$ cat src/spmv_pkg.sv
// ----------------------------------------------------------------------------
// spmv_pkg
// Shared types and constants for the sparse matrix-vector multiplier.
// ----------------------------------------------------------------------------
package spmv_pkg;

    localparam int MAX_DIM      = 64;
    localparam int MAX_NONZEROS = 1024;
    localparam int DIM_W        = 7;
    localparam int IDX_W        = 6;
    localparam int NZ_W         = 10;
    localparam int PTR_W        = 11;
    localparam int VAL_W        = 32;
    localparam int ACC_W        = 48;
    localparam int CFG_IDX_W    = 2;
    localparam int QUEUE_DEPTH  = 2;

    localparam logic [1:0] REQ_LOAD_PTR = 2'd0;
    localparam logic [1:0] REQ_LOAD_NZ  = 2'd1;
    localparam logic [1:0] REQ_LOAD_X   = 2'd2;
    localparam logic [1:0] REQ_START    = 2'd3;

    localparam logic [CFG_IDX_W-1:0] CFG_STORAGE_FORMAT = 2'd0;
    localparam logic [CFG_IDX_W-1:0] CFG_TRANSPOSE_MODE = 2'd1;
    localparam logic [CFG_IDX_W-1:0] CFG_DIMENSION      = 2'd2;

    localparam logic signed [ACC_W-1:0] ACC_MAX = {1'b0, {(ACC_W-1){1'b1}}};
    localparam logic signed [ACC_W-1:0] ACC_MIN = {1'b1, {(ACC_W-1){1'b0}}};

    typedef enum logic [1:0] {
        CMD_PTR   = 2'd0,
        CMD_NZ    = 2'd1,
        CMD_X     = 2'd2,
        CMD_START = 2'd3
    } cmd_kind_t;

    // classified command handed from front to back
    typedef struct packed {
        cmd_kind_t          kind;
        logic [NZ_W-1:0]    position;
        logic [IDX_W-1:0]   minor_index;
        logic [VAL_W-1:0]   data_value;
        logic               mode;
        logic [DIM_W-1:0]   dim;
    } cmd_t;

endpackage

$ cat src/spmv_if.sv
// ----------------------------------------------------------------------------
// spmv_if
// Valid/ready channel interfaces: input items, results and configuration.
// ----------------------------------------------------------------------------
interface spmv_req_if;
    import spmv_pkg::*;
    logic               valid;
    logic               ready;
    logic [1:0]         req_type;
    logic [NZ_W-1:0]    position;
    logic [IDX_W-1:0]   minor_index;
    logic signed [VAL_W-1:0] data_value;
    modport source (output valid, req_type, position, minor_index, data_value,
                    input ready);
    modport sink   (input valid, req_type, position, minor_index, data_value,
                    output ready);
endinterface


interface spmv_cfg_if;
    import spmv_pkg::*;
    logic                 valid;
    logic                 ready;
    logic [CFG_IDX_W-1:0] index;
    logic [31:0]          data;
    modport source (output valid, index, data, input ready);
    modport sink   (input valid, index, data, output ready);
endinterface

$ cat src/spmv_front.sv
// ----------------------------------------------------------------------------
// spmv_front
// Configuration registers, item classification and the command queue.
// ----------------------------------------------------------------------------
module spmv_front
    import spmv_pkg::*;
(
    input  logic      clk,
    input  logic      rst_n,
    spmv_req_if.sink  req,
    spmv_cfg_if.sink  cfg,
    output logic      cmd_valid,
    input  logic      cmd_ready,
    output cmd_t      cmd
);

    logic             fmt_reg;
    logic             trn_reg;
    logic [DIM_W-1:0] dim_reg;

    cmd_t             queue_reg [QUEUE_DEPTH];
    logic             wr_ptr_reg, rd_ptr_reg;
    logic [1:0]       count_reg;
    logic             push, pop;
    cmd_t             in_cmd;
    logic [DIM_W-1:0] dim_eff;

    assign cfg.ready = 1'b1;

    always_ff @(posedge clk or negedge rst_n)
    begin
        if (!rst_n)
        begin
            fmt_reg <= 1'b0;
            trn_reg <= 1'b0;
            dim_reg <= DIM_W'(MAX_DIM);
        end
        else if (cfg.valid)
        begin
            case (cfg.index)
                CFG_STORAGE_FORMAT: fmt_reg <= cfg.data[0];
                CFG_TRANSPOSE_MODE: trn_reg <= cfg.data[0];
                CFG_DIMENSION:      dim_reg <= cfg.data[DIM_W-1:0];
                default:            ;
            endcase
        end
    end

    // clamp dimension into 1..MAX_DIM
    always_comb
    begin
        if (dim_reg == '0)
            dim_eff = DIM_W'(1);
        else if (dim_reg > DIM_W'(MAX_DIM))
            dim_eff = DIM_W'(MAX_DIM);
        else
            dim_eff = dim_reg;
    end

    always_comb
    begin
        in_cmd.kind        = cmd_kind_t'(req.req_type);
        in_cmd.position    = req.position;
        in_cmd.minor_index = req.minor_index;
        in_cmd.data_value  = req.data_value;
        in_cmd.mode        = fmt_reg ^ trn_reg;
        in_cmd.dim         = dim_eff;
    end

    assign req.ready = (count_reg != 2'(QUEUE_DEPTH));
    assign push      = req.valid && req.ready;
    assign cmd_valid = (count_reg != '0);
    assign pop       = cmd_valid && cmd_ready;
    assign cmd       = queue_reg[rd_ptr_reg];

    always_ff @(posedge clk)
    begin
        if (push)
            queue_reg[wr_ptr_reg] <= in_cmd;
    end

    always_ff @(posedge clk or negedge rst_n)
    begin
        if (!rst_n)
        begin
            wr_ptr_reg <= 1'b0;
            rd_ptr_reg <= 1'b0;
            count_reg  <= '0;
        end
        else
        begin
            if (push)
                wr_ptr_reg <= ~wr_ptr_reg;
            if (pop)
                rd_ptr_reg <= ~rd_ptr_reg;
            count_reg <= count_reg + 2'(push) - 2'(pop);
        end
    end

`ifndef SYNTHESIS
    a_count_bound: assert property (@(posedge clk) disable iff (!rst_n)
        count_reg <= 2'(QUEUE_DEPTH))
        else $error("command queue overflow");
    a_full_stall: assert property (@(posedge clk) disable iff (!rst_n)
        (count_reg == 2'(QUEUE_DEPTH)) |-> !req.ready)
        else $error("input taken while queue full");
    a_dim_range: assert property (@(posedge clk) disable iff (!rst_n)
        (dim_eff != '0) && (dim_eff <= DIM_W'(MAX_DIM)))
        else $error("effective dimension out of range");
`endif

endmodule

$ cat src/flat_wrapper.sv
// flat-port wrapper written by rule: the top's interface ports become plain ports
module spmv_front_flat import spmv_pkg::*;
  (clk, rst_n, cmd_valid, cmd_ready, cmd, req_valid, req_req_type, req_position, req_minor_index, req_data_value, req_ready, cfg_valid, cfg_index, cfg_data, cfg_ready);
  spmv_req_if req_i ();
  spmv_cfg_if cfg_i ();
  input  logic clk;
  input  logic rst_n;
  output logic cmd_valid;
  input  logic cmd_ready;
  output cmd_t cmd;
  input wire logic [$bits(req_i.valid)-1:0] req_valid;
  input wire logic [$bits(req_i.req_type)-1:0] req_req_type;
  input wire logic [$bits(req_i.position)-1:0] req_position;
  input wire logic [$bits(req_i.minor_index)-1:0] req_minor_index;
  input wire logic [$bits(req_i.data_value)-1:0] req_data_value;
  output wire logic [$bits(req_i.ready)-1:0] req_ready;
  input wire logic [$bits(cfg_i.valid)-1:0] cfg_valid;
  input wire logic [$bits(cfg_i.index)-1:0] cfg_index;
  input wire logic [$bits(cfg_i.data)-1:0] cfg_data;
  output wire logic [$bits(cfg_i.ready)-1:0] cfg_ready;
  assign req_i.valid = req_valid;
  assign req_i.req_type = req_req_type;
  assign req_i.position = req_position;
  assign req_i.minor_index = req_minor_index;
  assign req_i.data_value = req_data_value;
  assign req_ready = req_i.ready;
  assign cfg_i.valid = cfg_valid;
  assign cfg_i.index = cfg_index;
  assign cfg_i.data = cfg_data;
  assign cfg_ready = cfg_i.ready;
  spmv_front u_core (.clk(clk), .rst_n(rst_n), .req(req_i), .cfg(cfg_i), .cmd_valid(cmd_valid), .cmd_ready(cmd_ready), .cmd(cmd));
endmodule
$ cat config.mk
export PLATFORM = sky130hd
export DESIGN_NAME = spmv_front_flat
export DESIGN_NICKNAME = d
export VERILOG_FILES = /design/src/spmv_pkg.sv /design/src/spmv_if.sv /design/src/spmv_front.sv /design/src/flat_wrapper.sv
export SDC_FILE = /design/constraint.sdc
export NUM_CORES = 1
export LEC_CHECK = 0
export ABC_AREA = 1
export BUFFER_PORTS_ARGS = -buffer_cell sky130_fd_sc_hd__buf_2
export CAP_MARGIN = 20
export CELL_PAD_IN_SITES_DETAIL_PLACEMENT = 0
export CELL_PAD_IN_SITES_GLOBAL_PLACEMENT = 2
export CORE_UTILIZATION = 33
export CTS_CLUSTER_SIZE = 16
export DETAILED_ROUTE_END_ITERATION = 12
export PLACE_DENSITY = 0.79
export SLEW_MARGIN = 10
export SYNTH_ARGS = -nofsm -noshare
export SYNTH_HDL_FRONTEND = slang
export SYNTH_SLANG_ARGS = --single-unit
$ cat constraint.sdc
create_clock -name clk -period 4.5 [get_ports clk]
set_input_delay 0.225 -clock clk [delete_from_list [all_inputs] [get_ports clk]]
set_output_delay 0.225 -clock clk [all_outputs]
set_load 0.01 [all_outputs]
==> metrics, run 1 <==
Lkg Pwr=a little under 3 nW; Worst-Skew Late Latency=around 0.42 ns; Util after Layout=46.2%; Post-Place Cells=around 680; Seq pwr share=around two fifths; vias per cell=4.21; die area=roughly 15000 um^2; CTS Buf Count=17; Worst slew margin=32.9%; largest net degree at the start of global routing=60; RD Place Congestion=0.671; Pre-antenna DRT Iters=6; crit path capture type=output port; total wire length=about 9500 um; synth top area cells=edfxtp_1, nand2_1, dfrtp_1; area leader, netlist=edfxtp_1; max_cap viols=0; Int Pwr=0.00286 W; Ant. Diodes=0; via count=3188; met3 WL=470 um; FMAX=424 MHz; starting density of the core=about 34%; status=completed; CTS tree=built; Avg Inst Size Synth=12.7 um^2; Bufs on Longest Clock Path=2; M1 WL=4000 um; CTS clk-pin slew, worst paths=0.06 ns; worst slack, placed=between 2 and 2.5 ns; period utilization=52.4%; IO buf count=roughly 120; Sw Pwr=0.00134 W; Sw Share=a little under a third; top-level port count=150; hold crit path type=input pin to flip-flop; Final Hold Vio Count=0; Final WS setup=2.14 ns; vias in the first global route=3021; share of post-route cells with drive strength above 1=approximately 28%; Largest register FFs=116; worst endpoint required time=between 4 and 5 ns; top sig layer=met4; CP Max Fanout=59; Netlist Area Pre-Place=4880 um^2; first-pass GRT wire length=14400 um; Arrival @ worst endpoint=2.13 ns; Netlist cell types=21; grt total ovfl=0; DIE HEIGHT=124 um; GRT Total Usage=a little over an eighth; Post-Syn Nets=between 400 and 500; FP Rows=44; CP Class=flip-flop to output port; pwr dens=627 nW/um^2; Power, Total=0.00419 W; Clock Sink Count=approximately 130; clock share of power=30.4%; Iteration-0 DRC Markers=172; RSZ-0062 raised after global routing=no; routed wl met2=4870 um; CTS H-Tree Depth=4; Post-DRT Antenna Nets=0; core region area=14500 um^2; Die Span X=roughly 120 um; worst-margin pin slew=1.00 ns; #FFs+latches synth=129; root buf cell=clkbuf_16; Logic pwr share=29.0%; Total Nets Final=approximately 650; final slew viol count=0; final setup fails=0; Yosys top cell area share=71.3%; Mapped Cells=385; average wire per cell in the routed design=12.5 um; Peak VDD IR=286 uV; post-synthesis sequential area ratio=78.0%; Worst setup SP type=flip-flop; Ys Warns=0; initial antenna violation count=0; Fin Setup TNS=0 ns; Area Growth Syn to Fin=36.9%; Setup Skew=0.0165 ns; final HPWL from detailed placement=5810 um; Final Instance Count excl. Fillers=758; Tmin final=2.36 ns; Residual DRC=0
-- cell type report --
type	count	area (um^2)
inverters	16	62.6
multi-input cells	224	920
fillers	1360	7790
repair buffers	173	1110
flip-flops and latches	129	3810
clock inverters	12	118
clock buffers	20	437
well taps	184	230
-- placed cells by master (no fill, tap or decap), types with 3 or more instances in the layout --
cell type      netlist  routed
a21oi_1              5       5
inv_1               15      15
nor2_1              17      15
o21ai_0              4       4
edfxtp_1           116     116
dfrtp_1             12      11
clkbuf_1             1       3
clkinv_2             0       5
buf_4                4       3
nand3_1              4       4
buf_2                8     123
dlygate4sd3_1        0      47
nand2_1            184     184
clkbuf_16            0      17
-- synthesized netlist by cell type --
library cell / n
buf_6: 3
nand3_2: 1
nand3_1: 4
nor2_1: 17
xor2_1: 2
dfstp_2: 1
o21ai_0: 4
clkbuf_1: 1
dfrtp_1: 12
xnor2_1: 2
inv_1: 15
buf_2: 8
a21oi_1: 5
conb_1: 1
nor3_1: 1
or2_1: 1
buf_4: 4
ha_1: 2
nand2_1: 184
inv_4: 1
edfxtp_1: 116
-- kinds of logic (layout without fill, tap and decap cells) --
family,count (synthesis),count (layout),synth area share (%)
compound gates,9,9,0.922
xor+xnor,4,4,0.717
fa+ha+maj,2,2,0.512
buf+inv,32,221,3.48
flops,129,129,78.0
other cells,1,1,0.0768
simple gates,208,208,16.3
-- timing repair --
action | in CTS | in global routing
setup buffers | 0 | 0
hold buffers | 43 | 4
hold endpoints to repair | 96 | 6
resized for setup | 0 | 0
-- path summary, 6_finish.rpt --
| path | from | to | slack [ns] | cells after the start |
|---|---|---|---|---|
| setup / recovery | u_core.rd_ptr_reg | cmd[52] | 2.14 | 5 |
| hold / removal | req_data_value[8] | u_core.queue_reg[1][16] | 0.02 | 1 |
| setup reg to reg | u_core.count_reg[1] | u_core.queue_reg[1][28] | 2.22 | 4 |
| hold reg to reg | u_core.trn_reg | u_core.trn_reg | 0.51 | 2 |
| max in group asynchronous | rst_n | u_core.dim_reg[6] | 3.99 | 2 |
| min in group asynchronous | rst_n | u_core.count_reg[1] | 0.22 | 2 |
-- power by group through the flow --
stage	registers (W)	clock network [W]	logic, W
2_1_floorplan	0.00173	0	0.000766
3_3_place_gp	0.00172	0	0.00122
3_5_place_dp	0.00173	0	0.00123
4_1_cts	0.00171	0.00130	0.00126
5_1_grt	0.00173	0.00135	0.00138
6_report	0.00170	0.00127	0.00122
-- worst max-delay path, cell delays in order (launching register included) --
cell	delay, ns
dfrtp_2	0.34
buf_4	0.55
inv_4	0.43
nand2_1	0.17
nand2_1	0.07
buf_2	0.14
-- routing by layer --
metal | global-route usage, % | up-vias
met2 | 22.3 | 77
met5 | 0 | -
met1 | 14.3 | 1470
met4 | 6.55 | 0
met3 | 4.49 | 13
li1 | - | 1628
-- through the flow --
stage / hold WS (ns) / instance area, um^2
final: 0.0152 / 6690
after global routing: 0.00243 / 6690
after CTS: 0.000121 / 6650
after detailed placement: 0.132 / 5660
after global placement: 0.124 / 5660
after floorplan: -0.0706 / 4880
(Power assumes the default switching activity.)
==> run 2: changes to the inputs <==
ABC_AREA = 0   (was 1)
CORE_UTILIZATION = 36   (was 33)
PLACE_DENSITY = 0.77   (was 0.79)
clock period = 2.4 ns   (was 4.5 ns; I/O delays follow)
==> metrics, run 2 <==
status=completed; max_cap viols=0; crit path capture type=output port; final HPWL from detailed placement=5340 um; list of most frequent post-synthesis cells=edfxtp_1, mux2_2, dfrtp_1; DIE HEIGHT=118 um; initial antenna violation count=0; average wire per cell in the routed design=about 14 um; Residual DRC=0; Bufs on Longest Clock Path=2; Worst setup SP type=flip-flop; Tmin final=1.83 ns; Final Hold Vio Count=0; via count=2704; Netlist cell types=27; Die Span X=118 um; Int Pwr=0.00555 W; clock share of power=29.1%; Post-DRT Antenna Nets=0; crit path to=cmd[20]; Clock Sink Count=approximately 130; worst-margin pin slew=between 0.5 and 0.6 ns; CP Max Fanout=56; vias per cell=~4.4; IO buf count=123; top-level port count=150; Ys Warns=0; worst r2r dst=u_core.count_reg[1]; ys flop type=edfxtp_1; CP Class=flip-flop to output port; Synth Area in Adders=0.515%; Arrival @ worst endpoint=between 1.5 and 2 ns; commonest non-fill, non-tap cells in the layout=buf_2, edfxtp_1, dlygate4sd3_1; starting density of the core=36.9%; most common cell after layout, fill and taps aside=buf_2; Critical Path Start=u_core.rd_ptr_reg; period utilization=76.4%; worst endpoint required time=~2.3 ns; most numerous cell in the Yosys netlist=edfxtp_1; FP Rows=42; Seq pwr share=42.2%; Largest register FFs=~120; worst slack, placed=around 0.61 ns; Final Instance Count excl. Fillers=618; RSZ-0062 raised after global routing=no; share of post-route cells with drive strength above 1=between 50% and 60%; FFs w/ async S/R, synth=10.1%; Lkg Pwr=2.64 nW; #FFs+latches synth=129; hold crit path type=input pin to flip-flop; Pre-antenna DRT Iters=4; cts repair resizes=0; root buf cell=clkbuf_16; simple-gate portion of the synthesized area=2.11%; vias in the first global route=around 3.0k; Yosys top cell area share=71.6%; Avg Inst Size Synth=approximately 21 um^2; # Post-CTS Setup Buffers=0; CTS H-Tree Depth=4; Synth Area in Compound Gates=0.103%; synth top area cells=edfxtp_1, mux2_2, dfrtp_1; RD Place Congestion=about 0.67; multiplexer share of the synthesized area=16.3%; Hold Buf Count CTS=58; Sw Pwr=0.00211 W; area leader, netlist=edfxtp_1; final setup fails=0; Post-Syn Nets=325; Setup Skew=0.00657 ns; FMAX=around 550 MHz; Netlist Area Pre-Place=4860 um^2; final slew viol count=0; Worst Reg-to-Reg Cells=7; main combinational cell family by area after synthesis=multiplexers; Fin Setup TNS=0 ns; Ant. Diodes=0; Worst-Skew Late Latency=0.40 ns; Final WS setup=around 0.57 ns; Total Nets Final=between 500 and 600; Iteration-0 DRC Markers=132; largest net degree at the start of global routing=57; total wire length=8790 um; Post-Place Cells=529; Synth Area in XOR/XNOR=less than 1%; pwr dens=1130 nW/um^2; first-pass GRT wire length=around 14000 um; Mapped Cells=234; core region area=between 10000 and 15000 um^2; Sw Share=approximately 28%; grt total ovfl=0; r2r startpoint=u_core.count_reg[1]; GRT Total Usage=13.5%; die area=14000 um^2; Worst slew margin=66.4%; Logic pwr share=28.7%; CTS tree=built; post-synthesis sequential area ratio=approximately four fifths; CTS Buf Count=17; Area Growth Syn to Fin=39.5%; setup slack, reg-to-reg=0.63 ns; number of synthesized flops with an enable pin=between 100 and 150; CTS clk-pin slew, worst paths=0.05 ns; Peak VDD IR=627 uV
==> run 2: cells by family after synthesis <==
logic type | after synthesis
other cells | 1
fa+ha+maj | 2
buf+inv | 12
flops | 129
compound gates | 1
mux | 67
xor+xnor | 5
simple gates | 17
==> run 2: worst max-delay path: stages, from the launching register on <==
cell and delay, ns:
dfrtp_2 0.42, buf_12 0.33, mux2_2 0.39, buf_2 0.14
==> run 2: worst min-delay path by stage <==
stage,depth (start not counted),to,from
5_1_grt,3,u_core.rd_ptr_reg,cmd_ready
2_1_floorplan,0,u_core.count_reg[0],rst_n
6_report,3,u_core.rd_ptr_reg,cmd_ready
4_1_cts,3,u_core.rd_ptr_reg,cmd_ready
3_5_place_dp,1,u_core.count_reg[0],rst_n
3_3_place_gp,1,u_core.count_reg[0],rst_n
==> run 2: metrics by stage <==
step | utilization, % | power [W] | hold WS (ns) | instance area, um^2
2_1_floorplan | - | 0.00468 | -0.176 | 4870
3_3_place_gp | 43.1 | 0.00541 | 0.0168 | 5690
3_5_place_dp | 43.1 | 0.00545 | 0.0254 | 5690
4_1_cts | 51.4 | 0.00780 | 0.0486 | 6780
5_1_grt | 51.4 | 0.00806 | 0.0631 | 6780
6_report | 51.4 | 0.00766 | 0.0595 | 6780
==> run 2: cell type report <==
class	count	area (um^2)
fill	1102	6410
sequential	129	3810
timing repair buffer	186	1250
multi-input combinational	93	981
clock buffer	22	444
tap	176	220
clock inverter	9	67.6
inverter	3	11.3
==> run 2: power by group through the flow <==
stage | registers (W) | clock network [W] | logic [W]
after floorplan | 0.00323 | 0 | 0.00146
after global placement | 0.00325 | 0 | 0.00216
after detailed placement | 0.00328 | 0 | 0.00217
after CTS | 0.00324 | 0.00230 | 0.00226
after global routing | 0.00328 | 0.00239 | 0.00238
final | 0.00323 | 0.00223 | 0.00219
==> run 2: per-layer routing <==
metal  routed length, um  GRT usage, %
met2                4270          21.6
met1                4010          16.4
met3                 409          5.36
met4                  98          4.81
met5                   0             0
==> run 3: changes to the inputs <==
clock period = 1.91 ns   (was 2.4 ns; I/O delays follow)
==> metrics, run 3 (synthesis results as in run 2) <==
status=completed; Worst setup SP type=flip-flop; CTS H-Tree Depth=4; FILL cells=1089; vias per cell=4.36; max_cap viols=0; Final Hold Vio Count=0; Bufs on Longest Clock Path=2; Lkg Pwr=2.71 nW; final HPWL from detailed placement=5350 um; die area=14000 um^2; Residual DRC=0; crit path capture type=flip-flop; pwr dens=1470 nW/um^2; DIE HEIGHT=118 um; core region area=13200 um^2; IO buf count=123; period utilization=94.0%; root buf cell=clkbuf_16; CP Class=flip-flop to flip-flop; starting density of the core=36.9%; FP Rows=42; GRT Total Usage=13.4%; Ant. Diodes=0; RD Place Congestion=around 0.66; Final Instance Count excl. Fillers=621; Total Nets Final=approximately 520; Die Span X=118 um; Final WS setup=0.115 ns; CTS Buf Count=17; average wire per cell in the routed design=14.1 um; hold crit path type=input pin to flip-flop; Peak VDD IR=683 uV; via count=2707; Largest register FFs=~120; CP Max Fanout=3; Area Growth Syn to Fin=42.5%; Post-Place Cells=between 500 and 600; Iteration-0 DRC Markers=77; Setup Skew=0.00737 ns; hold depth=3; worst slack, placed=about 0.13 ns; Arrival @ worst endpoint=approximately 2.1 ns; final slew viol count=0; Util after Layout=52.5%; first-pass GRT wire length=13800 um; CTS clk-pin slew, worst paths=0.06 ns; Clock Sink Count=around 130; grt total ovfl=0; Tmin final=1.79 ns; FMAX=approximately 560 MHz; total wire length=8730 um; Final Instance Area=6930 um^2; Placed Instance Area=5740 um^2; # Post-CTS Setup Buffers=0; Worst Reg-to-Reg Cells=7; most common cell after layout, fill and taps aside=buf_2; initial antenna violation count=0; RSZ-0062 raised after global routing=no; Pre-antenna DRT Iters=4; final setup fails=0; top-level port count=150; Post-DRT Antenna Nets=0; commonest non-fill, non-tap cells in the layout=buf_2, edfxtp_1, dlygate4sd3_1; vias in the first global route=2846; Worst-Skew Late Latency=0.42 ns; CTS tree=built; largest net degree at the start of global routing=34; worst endpoint required time=2.25 ns; share of post-route cells with drive strength above 1=roughly half
[run 3: cell types whose count changed in the layout (fill, tap and decap cells not counted), sizes merged]
cell	previous run	this run
dlygate4sd3	58	59
bufinv	1	4
clkbuf	22	20
buf	128	129
[run 3: per-layer routing]
layer  wire [um]  share of wire (%)  GRT usage [%]  vias up
li1            -                  -              -     1296
met1        3700                 42           15.4     1307
met2        4340                 50           21.5       89
met3         497                5.7           5.50       15
met4         188                2.2           6.89        0
met5           0                  0              0        -
[run 3: what timing repair did]
action	in CTS	in global routing
resized for setup	0	0
endpoints found under the hold margin	123	0
hold buffers	59	0
[run 3: layout make-up]
class	count	area [um^2]	area share [%]
timing repair buffer	188	1300	18.8
inverter	3	11.3	0.163
clock inverter	12	165	2.38
clock buffer	20	437	6.30
multi-input combinational	93	983	14.2
sequential	129	3810	55.0
tap	176	220	3.18
[run 3: final timing paths]
path | start | end | slack [ns]
max reg2reg | u_core.count_reg[1] | u_core.count_reg[1] | 0.12
min reg2reg | u_core.count_reg[1] | u_core.count_reg[1] | 0.50
min | cmd_ready | u_core.rd_ptr_reg | 0.03
min in group asynchronous | rst_n | u_core.count_reg[1] | 0.09
max | u_core.count_reg[1] | u_core.count_reg[1] | 0.12
max in group asynchronous | rst_n | u_core.dim_reg[6] | 1.53
[run 3: worst max-delay path, stage by stage, from the launching register on]
cell and delay, ns:
dfrtp_1 0.40, or2_2 0.31, and2_1 0.19, ha_1 0.28
inv_1 0.04, ha_1 0.18, xnor2_1 0.18, xnor2_1 0.14
[run 3: metrics by stage]
| stage | hold slack, ns | power, W | setup TNS [ns] |
|---|---|---|---|
| CTS | 0.00465 | 0.0103 | 0 |
| detailed placement | -0.00277 | 0.00693 | 0 |
| floorplan | -0.200 | 0.00589 | -2.41 |
| finish | 0.0306 | 0.0102 | 0 |
| global route | 0.00529 | 0.0107 | 0 |
| global placement | -0.00460 | 0.00688 | 0 |
[run 3: power breakdown]
part           leakage, nW  switching, W  internal [W]
Clock                0.295       0.00110       0.00216
Sequential            1.23      0.000178       0.00387
Combinational         1.18       0.00144       0.00142
